### config.mk
export PLATFORM = sky130hd
export DESIGN_NAME = mirrored_box_downsampler
export DESIGN_NICKNAME = d
export VERILOG_FILES = /design/src/hdl/mbd_pkg.sv /design/src/hdl/mbd_sum_mem.sv /design/src/hdl/mbd_locate.sv /design/src/hdl/mbd_gray.sv /design/src/hdl/mirrored_box_downsampler.sv
export SDC_FILE = /design/constraint.sdc
export NUM_CORES = 1
export LEC_CHECK = 0
export CORE_ASPECT_RATIO = 1.1
export CORE_UTILIZATION = 44
export CTS_BUF_LIST = sky130_fd_sc_hd__clkbuf_2 sky130_fd_sc_hd__clkbuf_4 sky130_fd_sc_hd__clkbuf_8
export DETAILED_ROUTE_END_ITERATION = 10
export DONT_BUFFER_PORTS = 1
export SETUP_SLACK_MARGIN = 0.15
export SLEW_MARGIN = 20
export SYNTH_ARGS = -nofsm -noshare
export SYNTH_HDL_FRONTEND = slang
export SYNTH_SLANG_ARGS = --single-unit
### constraint.sdc
create_clock -name clock -period 7.1 [get_ports clock]
set_input_delay 1.065 -clock clock [delete_from_list [all_inputs] [get_ports clock]]
set_output_delay 1.065 -clock clock [all_outputs]
set_load 0.02 [all_outputs]
### src/hdl/mbd_pkg.sv
// ---------------------------------------------------------------------------
// mbd_pkg
// Shared types and constants for the mirrored box downsampler.
// ---------------------------------------------------------------------------
package mbd_pkg;

   // Default geometry, handed to the top level parameters
   localparam int FACE_COLS_DEF = 16;
   localparam int FACE_ROWS_DEF = 16;
   localparam int CELL_W_DEF    = 8;
   localparam int CELL_H_DEF    = 8;

   // Fixed field widths
   localparam int CH_W   = 8;   // one color channel
   localparam int PIX_W  = 10;  // blue + green + red
   localparam int SUM_W  = 18;  // cell accumulator
   localparam int IDX_W  = 6;   // face column / face row
   localparam int POS_W  = 11;  // frame column / row counter
   localparam int FW_W   = 12;  // frame_width register
   localparam int GRAY_W = 8;

   // Configuration port
   localparam int CSR_IDX_W  = 2;
   localparam int CSR_DATA_W = 12;

   typedef enum logic [CSR_IDX_W-1:0] {
      CSR_FRAME_WIDTH = 2'd0,
      CSR_WINDOW_LEFT = 2'd1,
      CSR_WINDOW_TOP  = 2'd2
   } csr_idx_type;

   localparam logic [FW_W-1:0]  FRAME_WIDTH_RST = 12'd640;
   localparam logic [POS_W-1:0] WINDOW_LEFT_RST = 11'd0;
   localparam logic [POS_W-1:0] WINDOW_TOP_RST  = 11'd0;

   // Sequencer states
   typedef enum logic [2:0] {
      ST_IDLE,
      ST_LOCATE,
      ST_READ,
      ST_WRITE,
      ST_EMIT_READ,
      ST_EMIT_DIV,
      ST_EMIT_OUT
   } state_type;

   // Where the current pixel lands, from the locator to the sequencer
   typedef struct packed {
      logic             in_cell;  // pixel lies inside the face window
      logic [IDX_W-1:0] cell_col; // cell column of the pixel
      logic [IDX_W-1:0] band;     // band (cell row) of the pixel
      logic             emit;     // pixel closes a band of cells
      logic [PIX_W-1:0] pix;      // blue + green + red
   } loc_type;

endpackage

### src/hdl/mbd_sum_mem.sv
// ---------------------------------------------------------------------------
// mbd_sum_mem
// Cell accumulator memory: one write port, one registered read port, and a
// valid bit per entry so that a cleared entry reads as zero.
// ---------------------------------------------------------------------------
module mbd_sum_mem
   import mbd_pkg::*;
#(
   parameter int DEPTH = FACE_COLS_DEF,
   parameter int AW    = (DEPTH > 1) ? $clog2(DEPTH) : 1
) (
   input  logic             clock,
   input  logic             reset,
   input  logic             clear,
   input  logic             rd_en,
   input  logic [AW-1:0]    rd_addr,
   output logic [SUM_W-1:0] rd_data,
   input  logic             wr_en,
   input  logic [AW-1:0]    wr_addr,
   input  logic [SUM_W-1:0] wr_data
);

   logic [SUM_W-1:0] mem [DEPTH];
   logic [DEPTH-1:0] valid_ff;
   logic [DEPTH-1:0] valid_in;
   logic [SUM_W-1:0] rd_word_ff;
   logic             rd_valid_ff;

   always_comb begin
      valid_in = clear ? '0 : valid_ff;
      if (wr_en) begin
         valid_in[wr_addr] = 1'b1;
      end
   end

   always_ff @(posedge clock) begin
      if (reset) begin
         valid_ff <= '0;
      end else begin
         valid_ff <= valid_in;
      end
   end

   always_ff @(posedge clock) begin
      if (wr_en) begin
         mem[wr_addr] <= wr_data;
      end
   end

   always_ff @(posedge clock) begin
      if (rd_en) begin
         rd_word_ff  <= mem[rd_addr];
         rd_valid_ff <= valid_ff[rd_addr];
      end
   end

   // Never-written entries read as zero
   assign rd_data = rd_valid_ff ? rd_word_ff : '0;

endmodule

### src/hdl/mbd_locate.sv
// ---------------------------------------------------------------------------
// mbd_locate
// Frame position counters and window placement: finds the cell column and
// band of each pixel over two registered steps.
// ---------------------------------------------------------------------------
module mbd_locate
   import mbd_pkg::*;
#(
   parameter int FACE_COLS = FACE_COLS_DEF,
   parameter int FACE_ROWS = FACE_ROWS_DEF,
   parameter int CELL_W    = CELL_W_DEF,
   parameter int CELL_H    = CELL_H_DEF
) (
   input  logic             clock,
   input  logic             reset,
   input  logic             accept,
   input  logic [CH_W-1:0]  blue,
   input  logic [CH_W-1:0]  green,
   input  logic [CH_W-1:0]  red,
   input  logic             frame_start,
   input  logic [FW_W-1:0]  frame_width,
   input  logic [POS_W-1:0] window_left,
   input  logic [POS_W-1:0] window_top,
   output loc_type          loc
);

   localparam int COL_SPAN = FACE_COLS * CELL_W;
   localparam int ROW_SPAN = FACE_ROWS * CELL_H;
   localparam int CDW = $clog2(COL_SPAN + 1);
   localparam int RDW = $clog2(ROW_SPAN + 1);
   // Reciprocal scaling: exact floor for every difference in range
   localparam int CS = CDW + 4;
   localparam int RS = RDW + 5;
   localparam int unsigned MC = ((1 << CS) + CELL_W - 1) / CELL_W;
   localparam int unsigned MR = ((1 << RS) + CELL_H - 1) / CELL_H;
   localparam logic [CS:0] MC_V = (CS+1)'(MC);
   localparam logic [RS:0] MR_V = (RS+1)'(MR);
   localparam logic [FW_W-1:0] COL_SPAN_V = FW_W'(COL_SPAN);
   localparam logic [FW_W-1:0] ROW_SPAN_V = FW_W'(ROW_SPAN);
   localparam logic [FW_W-1:0] MAX_WIDTH  = FW_W'(2048);

   logic [POS_W-1:0] col_ff, col_in;
   logic [POS_W-1:0] row_ff, row_in;
   logic [POS_W-1:0] c_cur, y_cur, last_col;
   logic [FW_W-1:0]  dc_full, dy_full;
   logic             in_col, in_rows, row_end;

   logic [CDW-1:0]   s1_dc_ff;
   logic [RDW-1:0]   s1_dy_ff;
   logic             s1_in_col_ff, s1_in_rows_ff, s1_row_end_ff;
   logic [PIX_W-1:0] s1_pix_ff;

   logic [CDW+CS:0]  prod_c;
   logic [RDW+RS:0]  prod_r;
   logic [RDW+RS+1:0] prod_r1;
   logic [RDW:0]     dy_next;
   logic [IDX_W:0]   qy, qy1;
   loc_type          loc_ff, loc_in;

   // Position of this pixel; a frame start puts it at the origin
   always_comb begin
      c_cur = frame_start ? '0 : col_ff;
      y_cur = frame_start ? '0 : row_ff;
      if (frame_width == '0) begin
         last_col = '0;
      end else if (frame_width > MAX_WIDTH) begin
         last_col = POS_W'(MAX_WIDTH - 1'b1);
      end else begin
         last_col = POS_W'(frame_width - 1'b1);
      end
      dc_full = {1'b0, c_cur} - {1'b0, window_left};
      dy_full = {1'b0, y_cur} - {1'b0, window_top};
      in_col  = (c_cur >= window_left) && (dc_full < COL_SPAN_V);
      in_rows = (y_cur >= window_top) && (dy_full < ROW_SPAN_V);
      row_end = (c_cur >= last_col);
      if (row_end) begin
         col_in = '0;
         row_in = y_cur + 1'b1;
      end else begin
         col_in = c_cur + 1'b1;
         row_in = y_cur;
      end
   end

   always_ff @(posedge clock) begin
      if (reset) begin
         col_ff <= '0;
         row_ff <= '0;
      end else if (accept) begin
         col_ff <= col_in;
         row_ff <= row_in;
      end
   end

   always_ff @(posedge clock) begin
      if (accept) begin
         s1_dc_ff      <= dc_full[CDW-1:0];
         s1_dy_ff      <= dy_full[RDW-1:0];
         s1_in_col_ff  <= in_col;
         s1_in_rows_ff <= in_rows;
         s1_row_end_ff <= row_end;
         s1_pix_ff     <= PIX_W'(blue) + PIX_W'(green) + PIX_W'(red);
      end
   end

   // Divide by the cell size through reciprocal multiplication; the band
   // closes where the quotient of (dy + 1) steps past that of dy
   always_comb begin
      dy_next = {1'b0, s1_dy_ff} + 1'b1;
      prod_c  = (CDW+CS+1)'(s1_dc_ff) * (CDW+CS+1)'(MC_V);
      prod_r  = (RDW+RS+1)'(s1_dy_ff) * (RDW+RS+1)'(MR_V);
      prod_r1 = (RDW+RS+2)'(dy_next) * (RDW+RS+2)'(MR_V);
      qy      = (IDX_W+1)'(prod_r >> RS);
      qy1     = (IDX_W+1)'(prod_r1 >> RS);
      loc_in.in_cell  = s1_in_col_ff && s1_in_rows_ff;
      loc_in.cell_col = IDX_W'(prod_c >> CS);
      loc_in.band     = qy[IDX_W-1:0];
      loc_in.emit     = s1_row_end_ff && s1_in_rows_ff && (qy1 != qy);
      loc_in.pix      = s1_pix_ff;
   end

   always_ff @(posedge clock) begin
      loc_ff <= loc_in;
   end

   assign loc = loc_ff;

endmodule

### src/hdl/mbd_gray.sv
// ---------------------------------------------------------------------------
// mbd_gray
// Cell average: floor(sum / (CELL_W*CELL_H*3)), saturated to 255, through a
// reciprocal multiply and one output register.
// ---------------------------------------------------------------------------
module mbd_gray
   import mbd_pkg::*;
#(
   parameter int CELL_W = CELL_W_DEF,
   parameter int CELL_H = CELL_H_DEF
) (
   input  logic              clock,
   input  logic              load,
   input  logic [SUM_W-1:0]  sum,
   output logic [GRAY_W-1:0] gray
);

   localparam int DIVISOR = CELL_W * CELL_H * 3;
   localparam int GS = SUM_W + 10;
   localparam int unsigned MG = ((1 << GS) + DIVISOR - 1) / DIVISOR;
   localparam logic [GS:0] MG_V = (GS+1)'(MG);
   localparam logic [SUM_W:0] LIMIT = (SUM_W+1)'(256 * DIVISOR);

   logic [SUM_W+GS:0]  prod;
   logic [GRAY_W-1:0]  gray_ff, gray_in;

   always_comb begin
      prod = (SUM_W+GS+1)'(sum) * (SUM_W+GS+1)'(MG_V);
      if ({1'b0, sum} >= LIMIT) begin
         gray_in = '1;
      end else begin
         gray_in = GRAY_W'(prod >> GS);
      end
   end

   always_ff @(posedge clock) begin
      if (load) begin
         gray_ff <= gray_in;
      end
   end

   assign gray = gray_ff;

endmodule

### src/hdl/mirrored_box_downsampler.sv
// ---------------------------------------------------------------------------
// mirrored_box_downsampler
// Box-filters a BGR raster stream into a mirrored grid of gray face cells.
// ---------------------------------------------------------------------------
// Pixel flow: one pixel word in flight; the next is taken only after the
//   read-modify-write of the accumulator memory (locate, read, write back) and any band emission.
// Results: after the closing pixel is written back, each cell of the band
//   goes through read, divide and present, and the next cell starts once
//   the previous result is taken.
// Reset: counters clear, config returns to 640/0/0, accumulators read as
//   zero at once through per-entry valid bits (no clearing pass).
// ---------------------------------------------------------------------------
module mirrored_box_downsampler
   import mbd_pkg::*;
#(
   parameter int FACE_COLS = FACE_COLS_DEF,
   parameter int FACE_ROWS = FACE_ROWS_DEF,
   parameter int CELL_W    = CELL_W_DEF,
   parameter int CELL_H    = CELL_H_DEF
) (
   input  logic                  clock,
   input  logic                  reset,
   // pixel words
   input  logic                  req_valid,
   output logic                  req_ready,
   input  logic [CH_W-1:0]       req_blue,
   input  logic [CH_W-1:0]       req_green,
   input  logic [CH_W-1:0]       req_red,
   input  logic                  req_frame_start,
   // gray cell words
   output logic                  rsp_valid,
   input  logic                  rsp_ready,
   output logic [GRAY_W-1:0]     rsp_gray,
   output logic [IDX_W-1:0]      rsp_face_col,
   output logic [IDX_W-1:0]      rsp_face_row,
   output logic                  rsp_last,
   // configuration writes
   input  logic                  csr_write,
   input  logic [CSR_IDX_W-1:0]  csr_index,
   input  logic [CSR_DATA_W-1:0] csr_data
);

   localparam int AW = (FACE_COLS > 1) ? $clog2(FACE_COLS) : 1;
   localparam logic [AW-1:0]    LAST_CELL = AW'(FACE_COLS - 1);
   localparam logic [IDX_W-1:0] LAST_K    = IDX_W'(FACE_COLS - 1);

   // Configuration registers
   logic [FW_W-1:0]  frame_width_ff;
   logic [POS_W-1:0] window_left_ff;
   logic [POS_W-1:0] window_top_ff;

   always_ff @(posedge clock) begin
      if (reset) begin
         frame_width_ff <= FRAME_WIDTH_RST;
         window_left_ff <= WINDOW_LEFT_RST;
         window_top_ff  <= WINDOW_TOP_RST;
      end else if (csr_write) begin
         unique case (csr_idx_type'(csr_index))
            CSR_FRAME_WIDTH: frame_width_ff <= csr_data;
            CSR_WINDOW_LEFT: window_left_ff <= csr_data[POS_W-1:0];
            CSR_WINDOW_TOP:  window_top_ff  <= csr_data[POS_W-1:0];
            default: ;  // writes past the register list are dropped
         endcase
      end
   end

   // Sequencer state
   state_type        state_ff, state_in;
   logic [IDX_W-1:0] k_ff, k_in;

   logic             accept;
   loc_type          loc;

   // Accumulator memory controls
   logic             mem_clear;
   logic             mem_rd_en;
   logic [AW-1:0]    mem_rd_addr;
   logic [SUM_W-1:0] mem_rd_data;
   logic             mem_wr_en;
   logic [SUM_W-1:0] mem_wr_data;
   logic             gray_load;

   assign accept = req_valid && req_ready;

   // Locate the pixel: counters, window test, cell and band
   mbd_locate #(
      .FACE_COLS (FACE_COLS),
      .FACE_ROWS (FACE_ROWS),
      .CELL_W    (CELL_W),
      .CELL_H    (CELL_H)
   ) u_locate (
      .clock       (clock),
      .reset       (reset),
      .accept      (accept),
      .blue        (req_blue),
      .green       (req_green),
      .red         (req_red),
      .frame_start (req_frame_start),
      .frame_width (frame_width_ff),
      .window_left (window_left_ff),
      .window_top  (window_top_ff),
      .loc         (loc)
   );

   mbd_sum_mem #(
      .DEPTH (FACE_COLS),
      .AW    (AW)
   ) u_sum_mem (
      .clock   (clock),
      .reset   (reset),
      .clear   (mem_clear),
      .rd_en   (mem_rd_en),
      .rd_addr (mem_rd_addr),
      .rd_data (mem_rd_data),
      .wr_en   (mem_wr_en),
      .wr_addr (loc.cell_col[AW-1:0]),
      .wr_data (mem_wr_data)
   );

   mbd_gray #(
      .CELL_W (CELL_W),
      .CELL_H (CELL_H)
   ) u_gray (
      .clock (clock),
      .load  (gray_load),
      .sum   (mem_rd_data),
      .gray  (rsp_gray)
   );

   always_ff @(posedge clock) begin
      if (reset) begin
         state_ff <= ST_IDLE;
         k_ff     <= '0;
      end else begin
         state_ff <= state_in;
         k_ff     <= k_in;
      end
   end

   // One pixel at a time: locate, read the cell sum, add and write back.
   // A band-closing pixel then walks the cells right to left, one word each.
   always_comb begin
      state_in    = state_ff;
      k_in        = k_ff;
      req_ready   = 1'b0;
      rsp_valid   = 1'b0;
      mem_clear   = 1'b0;
      mem_rd_en   = 1'b0;
      mem_rd_addr = loc.cell_col[AW-1:0];
      mem_wr_en   = 1'b0;
      mem_wr_data = SUM_W'(mem_rd_data + SUM_W'(loc.pix));
      gray_load   = 1'b0;
      unique case (state_ff)
         ST_IDLE: begin
            req_ready = 1'b1;
            if (req_valid) begin
               // a frame start drops any partly summed band
               mem_clear = req_frame_start;
               state_in  = ST_LOCATE;
            end
         end
         ST_LOCATE: begin
            state_in = ST_READ;
         end
         ST_READ: begin
            mem_rd_en = loc.in_cell;
            state_in  = ST_WRITE;
         end
         ST_WRITE: begin
            mem_wr_en = loc.in_cell;
            k_in      = '0;
            state_in  = loc.emit ? ST_EMIT_READ : ST_IDLE;
         end
         ST_EMIT_READ: begin
            // result k belongs to the mirrored cell column
            mem_rd_en   = 1'b1;
            mem_rd_addr = LAST_CELL - k_ff[AW-1:0];
            state_in    = ST_EMIT_DIV;
         end
         ST_EMIT_DIV: begin
            gray_load = 1'b1;
            state_in  = ST_EMIT_OUT;
         end
         ST_EMIT_OUT: begin
            rsp_valid = 1'b1;
            if (rsp_ready) begin
               if (k_ff == LAST_K) begin
                  // band delivered: clear every accumulator
                  mem_clear = 1'b1;
                  state_in  = ST_IDLE;
               end else begin
                  k_in     = k_ff + 1'b1;
                  state_in = ST_EMIT_READ;
               end
            end
         end
         default: begin
            state_in = ST_IDLE;
         end
      endcase
   end

   assign rsp_face_col = k_ff;
   assign rsp_face_row = loc.band;
   assign rsp_last     = (k_ff == LAST_K);

   // Input and output sides never hand off in the same cycle
   a_no_overlap: assert property (@(posedge clock) disable iff (reset)
      !(req_ready && rsp_valid))
      else $error("pixel taken while a gray word is pending");

   // One pixel in flight: ready drops right after a pixel is taken
   a_one_in_flight: assert property (@(posedge clock) disable iff (reset)
      (req_valid && req_ready) |=> !req_ready)
      else $error("second pixel taken before write-back");

   // After the final cell of a band the block returns to taking pixels
   a_band_done: assert property (@(posedge clock) disable iff (reset)
      (rsp_valid && rsp_ready && rsp_last) |=> (req_ready && !rsp_valid))
      else $error("band emission did not end on the last cell");

   // Result index stays within the face grid
   a_k_range: assert property (@(posedge clock) disable iff (reset)
      rsp_valid |-> (k_ff <= LAST_K))
      else $error("face column index out of range");

endmodule
# Word level (Yosys, flattened, before mapping)
# Memories as Yosys holds them, arrays and structs flattened. A register that Yosys moved wholly into a read port is not among the register bits.
# Index checks and enable logic that the tools add are counted.
[word_totals]
n_memories = 1
input_bits = 44
rom_bits = 0
elab_cells = 107
ram_bits = 288
output_inout_bits = 23
register_bits = 139
latchBits = 0
[memory_table]
columns = ["name", "depth", "width", "read_ports", "rd_clocked_by_memory_dff", "write_ports", "line_no", "rtl"]
rows = [
  ["u_sum_mem.mem", 16, 18, 1, 1, 1, "mbd_sum_mem.sv:23", "logic [SUM_W-1:0] mem [DEPTH];"],
]
[classes]
bitwise_logic = 1
mux = 33
multipliers = 1
div_mod_pow = 0
add_sub_neg = 11
eq_ne = 13
shifts = 0
n_reduce_logical = 16
magnitude_cmp = 10
[op_table]
columns = ["op", "count"]
rows = [
  ["11-bit 2-to-1 mux", 6],
  ["18-bit by 20-bit multiplier with 35-bit output, second input constant", 1],
  ["11-bit >= comparator", 3],
  ["16-bit 2-to-1 mux", 2],
  ["12-bit by 8-bit less-than comparator with 1-bit output, second input constant", 2],
  ["11-bit by 11-bit subtractor with 12-bit output", 2],
  ["11-bit by 1-bit adder with 11-bit output, second input constant", 2],
  ["3-bit one-hot mux with 7 select lines", 1],
  ["18-bit by 10-bit adder with 18-bit output", 1],
  ["18-bit by 16-bit >= comparator with 1-bit output, second input constant", 1],
  ["18-bit 2-to-1 mux", 1],
  ["16-bit bitwise OR", 1],
  ["12-bit greater-than comparator, second input constant", 1],
  ["12-bit logical NOT", 1],
  ["3-bit 2-to-1 mux", 4],
  ["6-bit 2-to-1 mux", 2],
  ["6-bit one-hot mux with 2 select lines", 1],
  ["1-bit 2-to-1 mux", 11],
  ["11-bit by 1-bit subtractor with 11-bit output, second input constant", 1],
  ["10-bit by 8-bit adder with 10-bit output", 1],
  ["4-bit by 5-bit less-than comparator with 1-bit output, second input constant", 2],
  ["8-bit by 1-bit adder with 9-bit output, second input constant", 1],
  ["8-bit by 8-bit adder with 9-bit output", 1],
  ["3-bit equality test, second input constant", 3],
  ["20 further kinds", 33],
]

# Logic depth before layout (Yosys ltp)
[logic_depth]
ltp_word = 7
depth_mapped = 25
ltp_nobuf = 22

# By module
# A second synthesis with hierarchy kept.
[hier_totals]
cells_unflattened = 1881
hier_area_um2 = 24214.5
[by_module_without_submodules]
columns = ["mod", "instances", "area_per_inst_um2", "cells_per_inst"]
rows = [
  ["mbd_sum_mem", 1, 12248.0, 571],
  ["mbd_gray", 1, 5182.5, 550],
  ["mbd_locate", 1, 4421.7, 473],
  ["mirrored_box_downsampler", 1, 2362.3, 287],
]

# Least setup slack after synthesis
# Ideal clock, no wire load.
[synth_timing]
kind = "reg2reg"
start = "register u_sum_mem.rd_valid_ff"
end = "register u_gray.gray_ff[4] (netlist: u_gray.gray[4]) (data pin)"
path_buffers = 3
required_time_ns = 6.846
arrival_time_ns = 6.201
slack_ns = 0.645
period_less_slack_ns = 6.455
path_stages_with_launch = 24
setup_ns = 0.254
path_cell_list = "edfxtp_1 clkbuf_1 clkbuf_1 clkbuf_1 and2_1 ha_1 inv_1 fa_1 inv_1 fa_1 inv_1 fa_1 inv_1 fa_1 inv_1 fa_1 inv_1 ha_1 a21oi_1 o21ai_0 a2111oi_4 o31ai_1 or4_1 a21o_1"
[synth_between]
elab_chain_len = 2
elab_cells_between_ends = 3
classes_between = "mul (1); order compare (1); mux (1)"
[synth_lines]
columns = ["item", "line_no", "rtl"]
rows = [
  ["start: declaration", "mbd_sum_mem.sv:27", "logic rd_valid_ff;"],
  ["start signal: assignment", "mbd_sum_mem.sv:53", "rd_valid_ff <= valid_ff[rd_addr];"],
  ["18-bit 2-to-1 mux *", "mbd_sum_mem.sv:58", "assign rd_data = rd_valid_ff ? rd_word_ff : '0;"],
  ["18-bit by 20-bit multiplier with 35-bit output or 18-bit by 16-bit >= comparator with 1-bit output (tied branches)", "mbd_gray.sv:28, mbd_gray.sv:29", ""],
  ["end signal: assignment", "mbd_gray.sv:38", "gray_ff <= gray_in;"],
  ["end: declaration", "mbd_gray.sv:25", "logic [GRAY_W-1:0] gray_ff, gray_in;"],
]
# Every way passes the cells marked *; elsewhere a longest branch is shown, timed or not.
# A chain may end at the register's enable or synchronous reset.

# Final worst setup path
[layout_timing]
start = "register u_sum_mem.rd_valid_ff"
end = "register u_gray.gray_ff[5] (netlist: u_gray.gray[5]) (data pin)"
# The elaborated chain is that of the path after synthesis.

==> flow_summary.ini <==
[clock_tree]
clk_pin_slew_ns = 0.06
cts_max_level = 3
clock_latency_ns = 0.66
cts.repair.resized = 0
cts_tree = done
cts_buffers = 75
numClockSinks = 442
cts.path.max_buffers = 3
clockRootBuffer = clkbuf_8
cts_hold_buffers = 0
post_cts_buffers = 0

[cells_and_area]
multi_input_area_um2 = 11200
fin_nets = 2268
syn2layout_area_growth_pct = 9.86
mostFrequentLayoutCell = edfxtp_1
most-common-layout-cells = edfxtp_1 (340), inv_1 (239), ha_1 (175)
fillers = 4796
layout.area.seq_um2 = 12300
layout-drive-gt1-share = 0.138
fin_cells = 2746

[power]
p_leak_uw = 0.0106
p_per_area_nw_per_um2 = 273
worst_ir_drop_vdd_mv = 0.129

[synth]
synth_top_area_cell = edfxtp_1
synth_seq_cells = 442
syn_inst = 1917
synth_area_leaders = edfxtp_1 (42%), ha_1 (8.9%), dfxtp_1 (8.3%)
syn-num-nets = 2233
syn_area_um2 = 24500
avgSynthCellArea_um2 = 12.8
yosysSeqAreaShare = 0.501
synth_cell_types = 78
synth_edf_count = 340
synth_warnings = 0
synth_top_cell_area_share = 0.417
ys.flop_type = edfxtp_1
async_flop_share = 0

[global_routing]
grt_usage = 0.201
grt_overflow_total = 0
antenna_found_initial = 1
grt_pass1_wl_mm = 85.8
grt_max_degree = 89
first_global_vias = 15500

[placement]
hpwl_mm = 37.0
io_buffers = 0
dp_cells = 2610
gp_congestion = 0.866

[detailed_routing]
vias = 14800
drt-initial-drc-count = 985
avgRoutedWirePerCell_um = 20.1
wl_mm = 55.1
drcViolationCount = 0
viasPerCell = 5.41
ant_nets = 0
firstDrtPassIters = 7

[timing]
slew_headroom = 0.300
finalCriticalPeriod_ns = 6.54
skew_ns = 0.0348
hold_viol_final = 0
slew_violations = 0
fmax_mhz = 153
rsz0062_at_grt = false
final-setup-viol-count = 0
tightest_slew_ns = 1.05
post-route-period-util = 0.921
final.setup.tns_ns = 0

[worst_setup_path]
cp-end-kind = flop
worstSetupStartpointType = flop
worstPathMaxFanout = 11
cp_top_family = adder cells
path_cells = buf_4 > nand2_1 > inv_1 > ha_1 > inv_1 > fa_1 > inv_1 > fa_1 > inv_1 > fa_1 > inv_1 > fa_1 > inv_1 > fa_1 > inv_1 > ha_1 > nand3_1 > o41ai_1 > nor2_1 > a211oi_1 > o31ai_1 > a21oi_1 > o21ai_1
critPathLaunch = u_sum_mem.rd_valid_ff
path_class = reg2reg
cp.required_ns = 7.46
crit_buf_inv = 8
cp_common_cell = inv_1
max_stage_delay_ns = 0.68
timing.rr.start = u_sum_mem.rd_valid_ff
crit_arrival_ns = 6.90
slowest_stage = fa_1

[run]
cap_violations = 0

[die]
pin_count = 67
coreArea_um2 = 54800
num_rows = 90
die_w_um = 227
fp.dieH_um = 249
start_util = 0.446
dieArea_um2 = 56600

[outcome]
run_status = complete, no violations

[hold_path]
worstHoldPathType = reg2reg
min_from = u_locate.s1_pix_ff[7]
## logic make-up after synthesis
family / Yosys count / share of synthesized area
compound gates: 260 / 0.0684
xor+xnor: 64 / 0.0229
fa+ha+maj: 272 / 0.169
buf+inv: 303 / 0.0513
flops: 442 / 0.501
mux: 154 / 0.102
other cells: 1 / 0.000153
simple gates: 421 / 0.0855
## final cells by class
type                       instances  area share
antenna                            1   0.0000931
clock buffer                     110      0.0500
clock inverter                    24     0.00526
inverter                         241      0.0337
multi-input combinational       1172       0.415
sequential                       442       0.456
tap                              736      0.0343
timing repair buffer              20     0.00559
## power breakdown
part / switching (µW) / leakage, µW / internal, µW
registers: 37.5 / 0.00391 / 2970
clock network: 1040 / 0.000787 / 1220
logic: 1250 / 0.00587 / 828
total: 2320 / 0.0106 / 5020
## final timing paths
check / to / slack [ns] / depth (start not counted)
setup / recovery: u_gray.gray[5] / 0.56 / 23
hold reg to reg: u_locate.loc[7] / 0.33 / 0
setup reg to reg: u_gray.gray[5] / 0.56 / 23
hold / removal: u_locate.loc[7] / 0.33 / 0
## cells in the mapped netlist (all sizes together) (6+ instances only)
library cell	instances
buf	35
a22oi	11
dfxtp	102
nor3	22
nor2b	37
nand3	25
nor2	103
edfxtp	340
and2	20
nand2b	10
nor3b	7
nand4	16
mux2	6
fa	97
nand3b	8
nand2	126
xnor2	36
and3	12
mux4	76
a21oi	98
a2bb2oi	6
inv	241
mux2i	72
a211oi	12
a21boi	6
o21a	8
o21ai	50
a21o	18
xor2	28
clkbuf	27
or3	6
o211ai	7
ha	175
nor4	9
o21bai	9
## registers in the layout, summed over array words and instances (netlist names), 10 cells and up
register / flops
window_left_ff: 11
u_sum_mem.valid_ff: 16
u_sum_mem.mem: 288
u_locate.col_ff: 11
u_locate.s1_pix_ff: 10
u_sum_mem.rd_word_ff: 18
window_top_ff: 11
frame_width_ff: 12
u_locate.row_ff: 11
u_locate.loc: 21
## per-layer routing
metal  share of wire  up-vias  global-route usage
met1            0.42     7468               0.256
li1                -     6949                   -
met3           0.048       88              0.0382
met5               0        -                   0
met4           0.028        0              0.0795
met2            0.50      342               0.335
## per-stage QoR
stage | utilization | setup WS (ns) | power [µW] | instance area, µm² | hold slack, ns
2_1_floorplan | - | 0.645 | 4620 | 24500 | 0.323
3_3_place_gp | 0.462 | 0.692 | 5080 | 25300 | 0.325
3_5_place_dp | 0.462 | 0.530 | 5130 | 25300 | 0.327
4_1_cts | 0.489 | 0.512 | 7410 | 26800 | 0.330
5_1_grt | 0.490 | 0.152 | 7810 | 26900 | 0.341
6_report | 0.490 | 0.564 | 7340 | 26900 | 0.326
(Power assumes the default switching activity.)
